--- src/rtl/core/counting_semaphore_fifo_wait_queue_assert.svh ---
// Assertion macros for the semaphore block.
`ifndef COUNTING_SEMAPHORE_FIFO_WAIT_QUEUE_ASSERT_SVH
`define COUNTING_SEMAPHORE_FIFO_WAIT_QUEUE_ASSERT_SVH

`ifndef ASSERT_OFF
`define CSFWQ_ASSERT(label, clk, rst_n, prop, msg) \
    label: assert property (@(posedge clk) disable iff (!rst_n) prop) else $error(msg);
`define CSFWQ_ASSERT_NR(label, clk, prop, msg) \
    label: assert property (@(posedge clk) prop) else $error(msg);
`else
`define CSFWQ_ASSERT(label, clk, rst_n, prop, msg)
`define CSFWQ_ASSERT_NR(label, clk, prop, msg)
`endif

`endif

--- src/rtl/core/csfwq_pkg.sv ---
`timescale 1ns / 1ps
`default_nettype none

package csfwq_pkg;

    localparam int QUEUE_DEPTH_DEF = 16;
    localparam int COUNT_W         = 16;
    localparam int INIT_W          = 15;
    localparam int TID_W           = 8;
    localparam int ST_W            = 2;

    localparam logic signed [COUNT_W-1:0] COUNT_MAX = 16'sh7FFF;
    localparam logic signed [COUNT_W-1:0] COUNT_MIN = 16'sh8000;

    localparam logic [ST_W-1:0] ST_OK     = 2'd0;
    localparam logic [ST_W-1:0] ST_CLOSED = 2'd1;
    localparam logic [ST_W-1:0] ST_FULL   = 2'd2;

    typedef enum logic [1:0] {
        OP_WAIT   = 2'd0,
        OP_SIGNAL = 2'd1,
        OP_OPEN   = 2'd2,
        OP_CLOSE  = 2'd3
    } t_op;

    typedef struct packed {
        t_op              op;
        logic [TID_W-1:0] thread_id;
    } t_cmd;

    typedef struct packed {
        logic [ST_W-1:0]  status;
        logic             caller_blocked;
        logic             released_valid;
        logic [TID_W-1:0] released_thread;
        logic             last;
    } t_res;

    // controller -> datapath
    typedef struct packed {
        logic accept;
        logic exec;
        logic drain;
    } t_dp_cmd;

    // datapath -> controller
    typedef struct packed {
        logic close_drain;
        logic last_pop;
    } t_dp_sts;

endpackage

`default_nettype wire

--- src/rtl/core/counting_semaphore_fifo_wait_queue.sv ---
`timescale 1ns / 1ps
`default_nettype none

// Counting semaphore with a FIFO of waiting thread ids. A command is taken when
// start is high and busy is low; its results come out on o_res, each valid for
// exactly one cycle while o_res_strobe is high, and cannot be held off, so the
// receiver must take every strobed result. Wait, signal and open give one
// result, registered behind the command capture and the execute state of the
// controller, and the next command may be taken in the same cycle that result
// is strobed; busy holds new commands off until then. Close with N waiters
// gives N results on consecutive cycles, one per queue read, with busy high
// until the last queue read; with no waiters it behaves as the others.
// initial_count is written through the cfg channel, always ready.

module counting_semaphore_fifo_wait_queue
    import csfwq_pkg::*;
#(
    parameter int QUEUE_DEPTH = QUEUE_DEPTH_DEF
) (
    input  wire logic              i_clk,
    input  wire logic              i_rst_n,
    input  wire logic              start,
    output logic                   busy,
    input  wire t_cmd              i_cmd,
    output logic                   o_res_strobe,
    output t_res                   o_res,
    input  wire logic              i_cfg_valid,
    output logic                   o_cfg_ready,
    input  wire logic [INIT_W-1:0] i_cfg_data
);

    t_dp_cmd dp_cmd;
    t_dp_sts dp_sts;

    assign o_cfg_ready = 1'b1;

    csfwq_ctrl u_ctrl (
        .i_clk   (i_clk),
        .i_rst_n (i_rst_n),
        .i_start (start),
        .i_sts   (dp_sts),
        .o_cmd   (dp_cmd),
        .o_busy  (busy)
    );

    csfwq_dp #(
        .QUEUE_DEPTH (QUEUE_DEPTH)
    ) u_dp (
        .i_clk      (i_clk),
        .i_rst_n    (i_rst_n),
        .i_cmd_in   (i_cmd),
        .i_cfg_we   (i_cfg_valid && o_cfg_ready),
        .i_cfg_data (i_cfg_data),
        .i_cmd      (dp_cmd),
        .o_sts      (dp_sts),
        .o_res      (o_res),
        .o_res_vld  (o_res_strobe)
    );

endmodule

`default_nettype wire

--- src/rtl/core/csfwq_ram.sv ---
`timescale 1ns / 1ps
`default_nettype none

module csfwq_ram #(
    parameter int WIDTH = 8,
    parameter int DEPTH = 16
) (
    input  wire logic                     i_clk,
    input  wire logic                     i_we,
    input  wire logic [$clog2(DEPTH)-1:0] i_waddr,
    input  wire logic [WIDTH-1:0]         i_wdata,
    input  wire logic [$clog2(DEPTH)-1:0] i_raddr,
    output logic      [WIDTH-1:0]         o_rdata
);

    logic [WIDTH-1:0] r_mem [DEPTH];

    always_ff @(posedge i_clk) begin
        if (i_we) begin
            r_mem[i_waddr] <= i_wdata;
        end
        o_rdata <= r_mem[i_raddr];
    end

endmodule

`default_nettype wire

--- src/rtl/core/csfwq_dp.sv ---
`timescale 1ns / 1ps
`default_nettype none
`include "counting_semaphore_fifo_wait_queue_assert.svh"

module csfwq_dp
    import csfwq_pkg::*;
#(
    parameter int QUEUE_DEPTH = QUEUE_DEPTH_DEF
) (
    input  wire logic              i_clk,
    input  wire logic              i_rst_n,
    input  wire t_cmd              i_cmd_in,
    input  wire logic              i_cfg_we,
    input  wire logic [INIT_W-1:0] i_cfg_data,
    input  wire t_dp_cmd           i_cmd,
    output t_dp_sts                o_sts,
    output t_res                   o_res,
    output logic                   o_res_vld
);

    localparam int PTR_W  = $clog2(QUEUE_DEPTH);
    localparam int FILL_W = $clog2(QUEUE_DEPTH + 1);

    t_op                        r_op;
    logic [TID_W-1:0]           r_tid;
    logic [INIT_W-1:0]          r_init;
    logic signed [COUNT_W-1:0]  r_count, n_count;
    logic [PTR_W-1:0]           r_head, n_head;
    logic [PTR_W-1:0]           r_tail, n_tail;
    logic [FILL_W-1:0]          r_fill, n_fill;
    logic                       r_closed, n_closed;
    t_res                       r_res, n_res;
    logic                       r_res_vld, n_res_vld;

    logic                       we;
    logic [TID_W-1:0]           rd_data;
    logic [PTR_W-1:0]           head_nxt;
    logic [PTR_W-1:0]           tail_nxt;
    logic                       blk;
    logic                       full;
    logic                       sig_ok;
    logic                       pop_ok;
    logic [ST_W-1:0]            ok_st;

    csfwq_ram #(
        .WIDTH (TID_W),
        .DEPTH (QUEUE_DEPTH)
    ) u_queue (
        .i_clk   (i_clk),
        .i_we    (we),
        .i_waddr (r_tail),
        .i_wdata (r_tid),
        .i_raddr (n_head),
        .o_rdata (rd_data)
    );

    assign head_nxt = (r_head == PTR_W'(QUEUE_DEPTH - 1)) ? '0 : r_head + PTR_W'(1);
    assign tail_nxt = (r_tail == PTR_W'(QUEUE_DEPTH - 1)) ? '0 : r_tail + PTR_W'(1);
    assign blk      = (r_count <= 16'sd0);
    assign full     = (r_fill == FILL_W'(QUEUE_DEPTH)) || (r_count == COUNT_MIN);
    assign sig_ok   = (r_count != COUNT_MAX);
    assign pop_ok   = r_count[COUNT_W-1] && (r_fill != '0);
    assign ok_st    = r_closed ? ST_CLOSED : ST_OK;

    assign o_sts.close_drain = (r_op == OP_CLOSE) && (r_fill != '0);
    assign o_sts.last_pop    = (r_fill == FILL_W'(1));

    always_comb begin
        n_count   = r_count;
        n_head    = r_head;
        n_tail    = r_tail;
        n_fill    = r_fill;
        n_closed  = r_closed;
        n_res     = r_res;
        n_res_vld = 1'b0;
        we        = 1'b0;
        if (i_cmd.exec) begin
            n_res_vld  = 1'b1;
            n_res      = '0;
            n_res.last = 1'b1;
            n_res.status = ok_st;
            case (r_op)
                OP_WAIT: begin
                    if (!blk) begin
                        n_count = r_count - 16'sd1;
                    end else if (full) begin
                        n_res.status = ST_FULL;
                    end else begin
                        we                   = 1'b1;
                        n_count              = r_count - 16'sd1;
                        n_tail               = tail_nxt;
                        n_fill               = r_fill + FILL_W'(1);
                        n_res.caller_blocked = 1'b1;
                    end
                end
                OP_SIGNAL: begin
                    if (sig_ok) begin
                        n_count = r_count + 16'sd1;
                        if (pop_ok) begin
                            n_head                = head_nxt;
                            n_fill                = r_fill - FILL_W'(1);
                            n_res.released_valid  = 1'b1;
                            n_res.released_thread = rd_data;
                        end
                    end
                end
                OP_OPEN: begin
                    n_count      = {1'b0, r_init};
                    n_head       = '0;
                    n_tail       = '0;
                    n_fill       = '0;
                    n_closed     = 1'b0;
                    n_res.status = ST_OK;
                end
                OP_CLOSE: begin
                    n_count      = '0;
                    n_closed     = 1'b1;
                    n_res.status = ST_CLOSED;
                    if (r_fill == '0) begin
                        n_head = '0;
                        n_tail = '0;
                    end else begin
                        n_res_vld = 1'b0;
                    end
                end
                default: begin
                    n_res_vld = 1'b0;
                end
            endcase
        end else if (i_cmd.drain) begin
            n_res_vld             = 1'b1;
            n_res.status          = ST_CLOSED;
            n_res.caller_blocked  = 1'b0;
            n_res.released_valid  = 1'b1;
            n_res.released_thread = rd_data;
            n_res.last            = o_sts.last_pop;
            n_fill                = r_fill - FILL_W'(1);
            if (o_sts.last_pop) begin
                n_head = '0;
                n_tail = '0;
            end else begin
                n_head = head_nxt;
            end
        end
    end

    always_ff @(posedge i_clk) begin
        if (!i_rst_n) begin
            r_init    <= '0;
            r_count   <= '0;
            r_head    <= '0;
            r_tail    <= '0;
            r_fill    <= '0;
            r_closed  <= 1'b0;
            r_res_vld <= 1'b0;
        end else begin
            if (i_cfg_we) begin
                r_init <= i_cfg_data;
            end
            r_count   <= n_count;
            r_head    <= n_head;
            r_tail    <= n_tail;
            r_fill    <= n_fill;
            r_closed  <= n_closed;
            r_res_vld <= n_res_vld;
        end
    end

    always_ff @(posedge i_clk) begin
        if (i_cmd.accept) begin
            r_op  <= i_cmd_in.op;
            r_tid <= i_cmd_in.thread_id;
        end
        r_res <= n_res;
    end

    assign o_res     = r_res;
    assign o_res_vld = r_res_vld;

    `CSFWQ_ASSERT(a_fill_range, i_clk, i_rst_n, r_fill <= FILL_W'(QUEUE_DEPTH), "fill above depth")
    `CSFWQ_ASSERT(a_drain_nonempty, i_clk, i_rst_n, i_cmd.drain |-> (r_fill != '0), "drain on empty queue")
    `CSFWQ_ASSERT(a_drain_end, i_clk, i_rst_n, (i_cmd.drain && o_sts.last_pop) |=> ((r_fill == '0) && (r_head == '0) && (r_tail == '0)), "queue not reset after drain")

endmodule

`default_nettype wire

--- src/rtl/core/csfwq_ctrl.sv ---
`timescale 1ns / 1ps
`default_nettype none

module csfwq_ctrl
    import csfwq_pkg::*;
(
    input  wire logic    i_clk,
    input  wire logic    i_rst_n,
    input  wire logic    i_start,
    input  wire t_dp_sts i_sts,
    output t_dp_cmd      o_cmd,
    output logic         o_busy
);

    typedef enum logic [2:0] {
        S_IDLE  = 3'b001,
        S_EXEC  = 3'b010,
        S_DRAIN = 3'b100
    } t_state;

    t_state r_state, n_state;

    always_comb begin
        n_state = r_state;
        case (r_state)
            S_IDLE: begin
                if (i_start) begin
                    n_state = S_EXEC;
                end
            end
            S_EXEC: begin
                n_state = i_sts.close_drain ? S_DRAIN : S_IDLE;
            end
            S_DRAIN: begin
                if (i_sts.last_pop) begin
                    n_state = S_IDLE;
                end
            end
            default: begin
                n_state = S_IDLE;
            end
        endcase
    end

    always_ff @(posedge i_clk) begin
        if (!i_rst_n) begin
            r_state <= S_IDLE;
        end else begin
            r_state <= n_state;
        end
    end

    assign o_busy       = (r_state != S_IDLE);
    assign o_cmd.accept = (r_state == S_IDLE) && i_start;
    assign o_cmd.exec   = (r_state == S_EXEC);
    assign o_cmd.drain  = (r_state == S_DRAIN);

endmodule

`default_nettype wire
--- config.mk ---
export PLATFORM = sky130hd
export DESIGN_NAME = counting_semaphore_fifo_wait_queue
export DESIGN_NICKNAME = d
export VERILOG_FILES = /design/src/rtl/core/csfwq_pkg.sv /design/src/rtl/core/counting_semaphore_fifo_wait_queue.sv /design/src/rtl/core/csfwq_ram.sv /design/src/rtl/core/csfwq_dp.sv /design/src/rtl/core/csfwq_ctrl.sv
export VERILOG_INCLUDE_DIRS = /design/src /design/src/rtl/core
export SDC_FILE = /design/constraint.sdc
export NUM_CORES = 1
export LEC_CHECK = 0
export ABC_AREA = 1
export BUFFER_PORTS_ARGS = -buffer_cell sky130_fd_sc_hd__buf_2
export CAP_MARGIN = 20
export CORE_ASPECT_RATIO = 0.7
export CORE_MARGIN = 2
export CORE_UTILIZATION = 40
export DETAILED_ROUTE_END_ITERATION = 6
export HOLD_SLACK_MARGIN = 0.12
export MAX_ROUTING_LAYER = met4
export PLACE_DENSITY = 0.66
export SLEW_MARGIN = 0
export SYNTH_ARGS = -nofsm -noshare
export SYNTH_HDL_FRONTEND = slang
export SYNTH_HIERARCHICAL = 1
export SYNTH_SLANG_ARGS = --single-unit
--- constraint.sdc ---
create_clock -name i_clk -period 2.5 [get_ports i_clk]
set_input_delay 0.5 -clock i_clk [delete_from_list [all_inputs] [get_ports i_clk]]
set_output_delay 0.5 -clock i_clk [all_outputs]
set_load 0.01 [all_outputs]
Word-level counts from Yosys, hierarchy flattened
Memory sizes are Yosys's and may differ from the RTL's. A register that Yosys moved wholly into a read port is not among the register bits.
Cells that the tools add are included.

word-level totals
  logic and storage cells = 114
  bits in writable memories = 128
  input port bits = 29
  register bits after elaboration = 72
  memories kept = 1

memories
  name                words  width  read ports  clocked after Yosys merged registers in  write ports  line             RTL
  u_dp.u_queue.r_mem  16     8      1           1                                        1            csfwq_ram.sv:16  logic [WIDTH-1:0] r_mem [DEPTH];

cells by class
  magnitude comparators = 1
  muxes and demuxes = 52
  reduce and logical (&&, ||, !) cells = 15
  equality and inequality tests = 24
  add/subtract/negate cells = 6

operators by type and width
  cell                     number
  $pmux W16 S4             1
  $mux W4                  14
  $mux W16                 3
  $mux W5                  6
  $mux W9                  3
  $mux W13                 2
  $pmux W4 S3              2
  $add A16 B2 Y16 const B  1
  $eq A16 B16 Y1 const B   1
  $le A16 B1 Y1 const B    1
  $ne A16 B16 Y1 const B   1
  $sub A16 B2 Y16 const B  1
  $pmux W5 S3              1
  $mux W1                  12
  $mux W3                  4
  $reduce_and A6 Y1        2
  $ne A3 B2 Y1 const B     3
  $ne A3 B3 Y1 const B     3
  $pmux W3 S3              1
  $add A4 B1 Y4 const B    2
  $eq A4 B4 Y1 const B     2
  $ne A4 B1 Y1 const B     2
  $pmux W2 S3              1
  $reduce_bool A2 Y1       3
  other kinds (21)         26

Logic depth before layout (Yosys ltp)
Gate-level depths: netlist (run 1).

  depth after elaboration = 8
  depth in mapped cells = 17

Modules after synthesis
The synthesis (run 1) kept the hierarchy.

by module, submodules not included
  module                              area an instance (sq um)  sequential area each (sq um)  cells an instance  instances
  csfwq_ram                           5,766.8                   4,003.8                       551                1
  csfwq_dp                            4,296.6                   1,601.5                       616                1
  csfwq_ctrl                          158.9                     60.1                          24                 1
  counting_semaphore_fifo_wait_queue  11.3                      0.0                           2                  1

Least setup slack after synthesis (run 1)
OpenSTA, ideal clock, no wires.

  path type = register to register
  start point = register u_dp.r_op[0]
  end point = register u_dp.r_count[9]
  buffers on the path = 1
  setup slack = 62 ps
  stages on the path, launching flop included = 14
  required time = 2,385 ps
  library setup time = 115 ps
  arrival time = 2,323 ps
  cell sequence = edfxtp_1 > ha_1 > buf_6 > inv_1 > ha_1 > or2_2 > nand3b_1 > nand2_1 > nand2_1 > nand2_1 > o21ai_0 > nor2_1 > nor2_1 > nor2_1

on the way
  cells in the longest elaborated chain, start to end = 3
  elaborated cells on any way between the ends = 8
  those cells by class = 5 x eq/ne; 1 x mux; 2 x reduce/logical

RTL lines
  item                                                           line             RTL
  start: declaration                                             csfwq_dp.sv:24   t_op r_op;
  start signal: assignment                                       csfwq_dp.sv:171  r_op <= i_cmd_in.op;
  $eq A2 B1 Y1 or $logic_not A2 Y1 (tied branches)               csfwq_dp.sv:82   case (r_op)
  $ne A2 B1 Y1 (no source line) or $ne A3 B3 Y1 (tied branches)  --
  $reduce_and A3 Y1 (no source line)                             --
  end signal: assignment                                         csfwq_dp.sv:160  r_count <= n_count;
  end: declaration                                               csfwq_dp.sv:27   logic signed [COUNT_W-1:0] r_count, n_count;

Parallel ways exist; a longest one is shown, timed or not.
A chain may end at the register's enable or synchronous reset.

Final worst setup path (run 1)
  start point = register u_dp.r_op[1]
  end point = register u_dp.u_queue.o_rdata[7], read port of u_dp.u_queue.r_mem

on the way
  cells in the longest elaborated chain, start to end = 3
  elaborated cells on any way between the ends = 5
  those cells by class = 3 x eq/ne; 2 x mux

RTL lines
  item                                          line             RTL
  $eq A2 B2 Y1 or $eq A2 B1 Y1 (tied branches)  csfwq_dp.sv:82
  $pmux W4 S3 (*)                               csfwq_dp.sv:82
  $mux W4 (*)                                   csfwq_dp.sv:77   if (i_cmd.exec) begin
  via u_dp.n_head[0]                            csfwq_dp.sv:28   logic [PTR_W-1:0] r_head, n_head;
  end: declaration                              csfwq_ram.sv:13  output logic [WIDTH-1:0] o_rdata

Mark *: on every way through the listed nets, which the timed path passes. The rest lies on a longest branch.

==> impl_metrics.toml, run 1 <==
[outcome]
status = "finished, final reports clean"

[route]
detailedRoute.firstPassIterationCount = 5
drc = 0
dr.first_iter.drc_count = 893
vias = 7997
remaining_antenna_violation_count = 0
avgRoutedWirePerCell_um = 16.0
vias_per_cell = 4.97
detail_route.wirelength_um = 25700

[critical_path]
setup.reg_to_reg.worst_slack_ns = 0.10
worst_ep_required_time_ns = 2.89
criticalPathCategory = "flip-flop to flip-flop"
crit_start = "u_dp/r_op[1]"
timing.critical_path.to_type = "flip-flop"
endpoint = "u_dp/u_queue/o_rdata[7]"
r2r-end = "u_dp/u_queue/o_rdata[7]"
worst_reg2reg_path_startpoint = "u_dp/r_op[1]"
start_kind = "flip-flop"
crit_fanout = 16
worst-endpoint-arrival_ns = 2.79
r2r_cells = 16

[synthesis]
synth_cell_type_count = 47
post_synth_edffs = 150
yosys_register_bits = 208
synth_async_sr_flop_share_pct = 0
synth_ff_type = "sky130_fd_sc_hd__edfxtp_1"
postSynthNetCount = 1250
postSynthAreaPerCell_um2 = 8.58
netlist_instances = 1193
yosys_warnings = 6
syn_area_um2 = 10200
synth.yosys.seq_area_share_pct = 55.4

[clock_tree]
path_clk_slew_ns = 0.06
clkSinkCount = 208
cts-buffers-inserted = 22
max-clock-path-buffers = 3
cts_tree = "done"
cts.htree.levels = 1
cts-hold-fix-buffers = 0
worstSkewPairLatency_ns = 0.51
cts.root.buffer_cell = "sky130_fd_sc_hd__clkbuf_16"

[floorplanning]
die_area_um2 = 26900
die_x_um = 195
io_pins = 45
initial_utilization_pct = 41.2
die_h_um = 138
fp.coreArea_um2 = 24900
core.rowCount = 48

[global_routing]
first_global_vias = 7286
overall_global_routing_resource_usage_pct = 19.6
grt-busiest-layer = "met1"
grt_use_met3_pct = 3.30
grt_pass1_wl_um = 40100
grt_util_met1_pct = 31.0
grt_max_degree = 65
initial_antenna_violation_count = 0
use_met2_pct = 26.0
global_route.overflow_total = 0

[cells_and_area]
fill_cells = 2368
mostFrequentLayoutCell = "sky130_fd_sc_hd__nand2_1"
syn_to_final_growth_pct = 15.4
layout-drive-gt1-share_pct = 12.7
layout.cells.most_common_list = "320 x sky130_fd_sc_hd__nand2_1, 168 x sky130_fd_sc_hd__inv_1, 151 x sky130_fd_sc_hd__nor2_1, 150 x sky130_fd_sc_hd__edfxtp_1, 129 x sky130_fd_sc_hd__nand3_1"
postLayoutCoreUtil_pct = 47.5
final_nets = 1326
finish.cell_count_without_fillers = 1610
num_antenna_cells = 0

[placed_design]
routability_congestion = 0.925
place.detailed.hpwl_um = 17200
place.detailed.instances = 1565
port_buffers = 43

[timing]
final_report_hold_violation_count = 0
timing.clock.skew_ns = 0.0185
timing.fmax_ghz = 0.417
timing.slew.headroom_pct = 43.8
finalMaxSlewViolations = 0
period_utilisation_layout_pct = 95.9
tightestPinTransition_ns = 0.844
setup_total_negative_slack_ns = 0
final.min_clock_period_ns = 2.40
hold-worst-slack_ns = 0.169
setup_viol = 0

[power_and_ir_drop]
power.ir.vdd_worst_mv = 0.505
p_leak_nw = 5.22
pwr_density_cell_nw_per_um2 = 644

[worst_hold_path]
worstHoldPathType = "input pin to flip-flop"

[run]
max_cap_violations = 0
[critical path, cell delays in order, from the launching register on]
cell	delay (ns)
sky130_fd_sc_hd__edfxtp_1	0.41
sky130_fd_sc_hd__inv_1	0.10
sky130_fd_sc_hd__ha_2	0.21
sky130_fd_sc_hd__inv_4	0.06
sky130_fd_sc_hd__nor2_1	0.20
sky130_fd_sc_hd__nand2_1	0.09
sky130_fd_sc_hd__o22ai_1	0.16
sky130_fd_sc_hd__nand2_1	0.12
sky130_fd_sc_hd__nand2_4	0.15
sky130_fd_sc_hd__inv_6	0.07
sky130_fd_sc_hd__buf_12	0.15
sky130_fd_sc_hd__nand2_1	0.06
sky130_fd_sc_hd__nand2_1	0.05
sky130_fd_sc_hd__nand2_1	0.07
sky130_fd_sc_hd__nand3_1	0.15
sky130_fd_sc_hd__nand3_1	0.12
sky130_fd_sc_hd__nand2_1	0.09
[kinds of logic after synthesis]
family,count (synthesis),synth area share [%]
AOI/OAI and AO/OA,93,4.94
xor gates and xnor gates,8,0.685
adders and majority gates,28,3.50
buffers and inverters,216,9.21
DFF,208,55.4
other,1,0.0366
and+or+nand+nor,639,26.3
[power breakdown]
| group | switching [mW] | total (mW) | internal [mW] |
|---|---|---|---|
| combinational | 0.346 | 0.551 | 0.204 |
| sequential | 0.0956 | 3.86 | 3.76 |
| clock | 1.31 | 3.20 | 1.88 |
[state kept, by name (all words and copies together), names as in the netlist]
register	flops
u_dp/r_tail	4
u_dp/r_count	16
u_dp/r_head	4
u_dp/u_queue/o_rdata	8
u_dp/r_op	2
u_dp/o_res	13
u_dp/r_fill	5
u_dp/r_init	15
u_dp/o_res_vld	1
u_dp/u_queue/r_mem	128
u_ctrl/r_state	3
u_dp/r_tid	8
u_dp/r_closed	1
[worst min path at each step]
stage,start,to,slack (ns),cells past startpoint
global route,i_cmd[8],u_dp/r_op[0],0.16,1
CTS,i_cmd[8],u_dp/r_op[0],0.16,1
finish,i_cmd[8],u_dp/r_op[0],0.17,1
floorplan,u_dp/r_init[4],u_dp/r_init[4],0.43,2
global placement,u_dp/r_init[4],u_dp/r_init[4],0.46,2
detailed placement,u_dp/r_init[4],u_dp/r_init[4],0.47,2
[routing by layer]
| layer | vias up | routed length, um | share of wire (%) |
|---|---|---|---|
| li1 | 3979 | - | - |
| met1 | 3700 | 13400 | 52 |
| met2 | 280 | 9820 | 38 |
| met3 | 38 | 2110 | 8.2 |
| met4 | 0 | 410 | 1.6 |
| met5 | - | 0 | 0 |
[repair_timing]
item                                    in CTS  in global routing
buffers inserted                             0                  2
resized for setup                            0                 18
endpoints found under the setup margin       0                133
[Yosys cell counts (2+ instances only)]
library cell                 n  area (um^2)
sky130_fd_sc_hd__nor2_1    152          571
sky130_fd_sc_hd__dfxtp_1    58         1160
sky130_fd_sc_hd__buf_4       6         45.0
sky130_fd_sc_hd__nand3_2     2         20.0
sky130_fd_sc_hd__buf_1       2         7.51
sky130_fd_sc_hd__a21oi_1    31          155
sky130_fd_sc_hd__clkbuf_1    6         22.5
sky130_fd_sc_hd__a31oi_1     2         12.5
sky130_fd_sc_hd__nand4_1     2         12.5
sky130_fd_sc_hd__o31ai_1     2         15.0
sky130_fd_sc_hd__o21ai_1    10         50.1
sky130_fd_sc_hd__buf_6       9          101
sky130_fd_sc_hd__nand2_2     8         50.1
sky130_fd_sc_hd__nand2_1   323         1210
sky130_fd_sc_hd__o22ai_1     3         18.8
sky130_fd_sc_hd__a22oi_1     2         15.0
sky130_fd_sc_hd__buf_2      14         70.1
sky130_fd_sc_hd__edfxtp_1  150         4500
sky130_fd_sc_hd__nor3_1      6         30.0
sky130_fd_sc_hd__o21ai_0    38          190
sky130_fd_sc_hd__nor2_2      4         25.0
sky130_fd_sc_hd__xnor2_1     4         35.0
sky130_fd_sc_hd__xor2_1      4         35.0
sky130_fd_sc_hd__inv_2       4         15.0
sky130_fd_sc_hd__nand3b_1    3         22.5
sky130_fd_sc_hd__nand3_1   130          651
sky130_fd_sc_hd__nand2_4     2         22.5
sky130_fd_sc_hd__ha_1       27          338
sky130_fd_sc_hd__inv_1     171          642
[stage by stage]
| step | setup WS, ns | power [mW] | area [um^2] |
|---|---|---|---|
| 2_1_floorplan | 0.0622 | 4.26 | 10200 |
| 3_3_place_gp | 0.0530 | 4.45 | 11000 |
| 3_5_place_dp | 0.0327 | 4.46 | 11000 |
| 4_1_cts | 0.0131 | 7.64 | 11700 |
| 5_1_grt | -0.00816 | 7.90 | 11800 |
| 6_report | 0.102 | 7.60 | 11800 |
[layout make-up]
cell class              count  area (um^2)  share of cell area, %
well taps                 325          407                   3.44
flip-flops and latches    208         5670                   48.0
inverters                 177          679                   5.75
repair buffers             91          691                   5.85
clock inverters            12          105                  0.890
clock buffers              28          594                   5.03
multi-input cells         769         3660                   31.0
(Power assumes the default switching activity.)
==> inputs of run 2 (changes only) <==
--- a/config.mk
+++ b/config.mk
@@ -8,14 +8,12 @@
 export LEC_CHECK = 0
 export ABC_AREA = 1
 export BUFFER_PORTS_ARGS = -buffer_cell sky130_fd_sc_hd__buf_2
-export CAP_MARGIN = 20
 export CORE_ASPECT_RATIO = 0.7
 export CORE_MARGIN = 2
 export CORE_UTILIZATION = 40
 export DETAILED_ROUTE_END_ITERATION = 6
 export HOLD_SLACK_MARGIN = 0.12
 export MAX_ROUTING_LAYER = met4
-export PLACE_DENSITY = 0.66
 export SLEW_MARGIN = 0
 export SYNTH_ARGS = -nofsm -noshare
 export SYNTH_HDL_FRONTEND = slang
==> impl_metrics.toml, run 2 (synthesized netlist as in run 1, its figures left out) <==
[outcome]
status = "finished, final reports clean"

[timing]
timing.fmax_ghz = 0.417
period_utilisation_layout_pct = 96.0
final.min_clock_period_ns = 2.40
setup_viol = 0
grt_setup_unrepaired = "true"
setup_total_negative_slack_ns = 0
timing.clock.skew_ns = 0.0110
finalMaxSlewViolations = 0
tightestPinTransition_ns = 0.854
final_report_hold_violation_count = 0
timing.slew.headroom_pct = 43.0

[global_routing]
grt_max_degree = 45
first_global_vias = 7437
overall_global_routing_resource_usage_pct = 20.2
global_route.overflow_total = 0
grt_pass1_wl_um = 41100
initial_antenna_violation_count = 0

[route]
detailedRoute.firstPassIterationCount = 5
routed.top_layer = "met4"
avgRoutedWirePerCell_um = 16.3
remaining_antenna_violation_count = 0
met3RoutedLength_um = 2200
dr.first_iter.drc_count = 882
drc = 0
met1Wirelength_um = 13700
detail_route.wirelength_um = 26300
vias_per_cell = 5.02
vias = 8117
dr_wl_met2_um = 9990

[cells_and_area]
fill_cells = 2406
multi_input_area_um2 = 3730
design_area_final_um2 = 12000
registers.top_by_ff_count = "u_dp/u_queue/r_mem"
postLayoutCoreUtil_pct = 48.1
flip_flop_count_of_the_largest_register_all_copies_and_words_added = 128
mostFrequentLayoutCell = "sky130_fd_sc_hd__nand2_1"
num_antenna_cells = 0
layout.cells.most_common_list = "314 x sky130_fd_sc_hd__nand2_1, 167 x sky130_fd_sc_hd__inv_1, 151 x sky130_fd_sc_hd__nor2_1, 150 x sky130_fd_sc_hd__edfxtp_1, 126 x sky130_fd_sc_hd__nand3_1"
largest_registers = "u_dp/u_queue/r_mem x128, u_dp/r_count x16, u_dp/r_init x15"
regArea_um2 = 5670
syn_to_final_growth_pct = 16.8
layout-drive-gt1-share_pct = 14.8
final_nets = 1334

[power_and_ir_drop]
pwr_density_cell_nw_per_um2 = 638
p_leak_nw = 5.26
switching_share_pct = 24.1
p_seq_share_pct = 50.5
power.combinational.fraction_pct = 7.6
total_power_mw = 7.63
power.share.clock_pct = 41.9
power.net_switching_mw = 1.84
p_int_mw = 5.79
power.ir.vdd_worst_mv = 0.430

[critical_path]
setup.reg_to_reg.worst_slack_ns = 0.1
slowest_stage = "sky130_fd_sc_hd__edfxtp_1"
critical-path-top-delay-family = "simple AND/OR/NAND/NOR gates"
worst-endpoint-arrival_ns = 2.84
criticalPathCategory = "flip-flop to flip-flop"
worst_path_most_repeated_cell = "sky130_fd_sc_hd__nand2_1"
wp_buf_inv = 3
worst_stage_delay_on_the_critical_path_ns = 0.38
worstPathCellList = "inv_1 > ha_2 > inv_2 > buf_12 > ha_1 > nand2_1 > nand2_1 > a21oi_1 > nand2_2 > nand2_1 > nand3_1 > a21oi_4 > nor2_1 > nor2_1"
worst_ep_required_time_ns = 2.94
start_kind = "flip-flop"
timing.critical_path.to_type = "flip-flop"
crit_fanout = 18

[run]
max_cap_violations = 0

[placed_design]
dpl-instance-area_um2 = 11000
port_buffers = 43
routability_congestion = 0.944
place.detailed.hpwl_um = 17700

[clock_tree]
cts.root.buffer_cell = "sky130_fd_sc_hd__clkbuf_16"
max-clock-path-buffers = 3
cts_tree = "done"
cts.htree.levels = 1
clkSinkCount = 208
path_clk_slew_ns = 0.07
worstSkewPairLatency_ns = 0.51
cts-hold-fix-buffers = 0
cts-buffers-inserted = 23

[worst_hold_path]
worstHoldPathType = "input pin to flip-flop"

[floorplanning]
die_area_um2 = 26900
fp.coreArea_um2 = 24900
core.rowCount = 48
initial_utilization_pct = 41.2
io_pins = 45
die_h_um = 138
die_x_um = 195
## run 2: final timing paths
check                startpoint                to  cells after the start
setup / recovery   u_dp/r_op[1]  u_dp/r_count[11]                     14
hold / removal         i_cmd[2]     u_dp/r_tid[2]                      1
setup reg to reg   u_dp/r_op[1]  u_dp/r_count[11]                     14
hold reg to reg   u_dp/o_res[0]     u_dp/o_res[0]                      2
## run 2: what timing repair did
action | in CTS | in global routing
buffers inserted | 1 | 6
resized for setup | 4 | 37
endpoints found under the setup margin | 49 | 84
cloned | 0 | 3
pin swaps | 1 | 2
## run 2: power groups by stage
stage                     clock, mW  combinational, mW  sequential, mW
after global placement            0              0.538            3.92
after CTS                      3.27              0.550            3.85
after detailed placement          0              0.541            3.93
after floorplan                   0              0.374            3.89
after global routing           3.39              0.653            3.86
final                          3.20              0.578            3.85
## run 2: area by class of cell
| cell class | instances | share of cell area (%) |
|---|---|---|
| Clock buffer | 25 | 4.96 |
| Inverter | 177 | 5.76 |
| Tap cell | 325 | 3.40 |
| Timing Repair Buffer | 97 | 6.25 |
| Multi-Input combinational cell | 769 | 31.2 |
| Timing Repair inverter | 1 | 0.0419 |
| Sequential cell | 208 | 47.4 |
| Clock inverter | 15 | 0.984 |
## run 2: per-stage QoR
step / setup WS (ns) / hold slack (ns) / instances
final: 0.0995 / 0.172 / 1617
after global routing: -0.0256 / 0.164 / 1617
after CTS: 0.00217 / 0.153 / 1608
after detailed placement: -0.0592 / 0.486 / 1567
after global placement: -0.0125 / 0.470 / 1567
after floorplan: 0.0622 / 0.433 / 1193
## run 2: metal layers
| metal | vias up | GRT usage (%) |
|---|---|---|
| met5 | - | - |
| li1 | 3997 | - |
| met3 | 30 | 4.19 |
| met1 | 3783 | 31.5 |
| met2 | 307 | 26.5 |
| met4 | 0 | 3.77 |
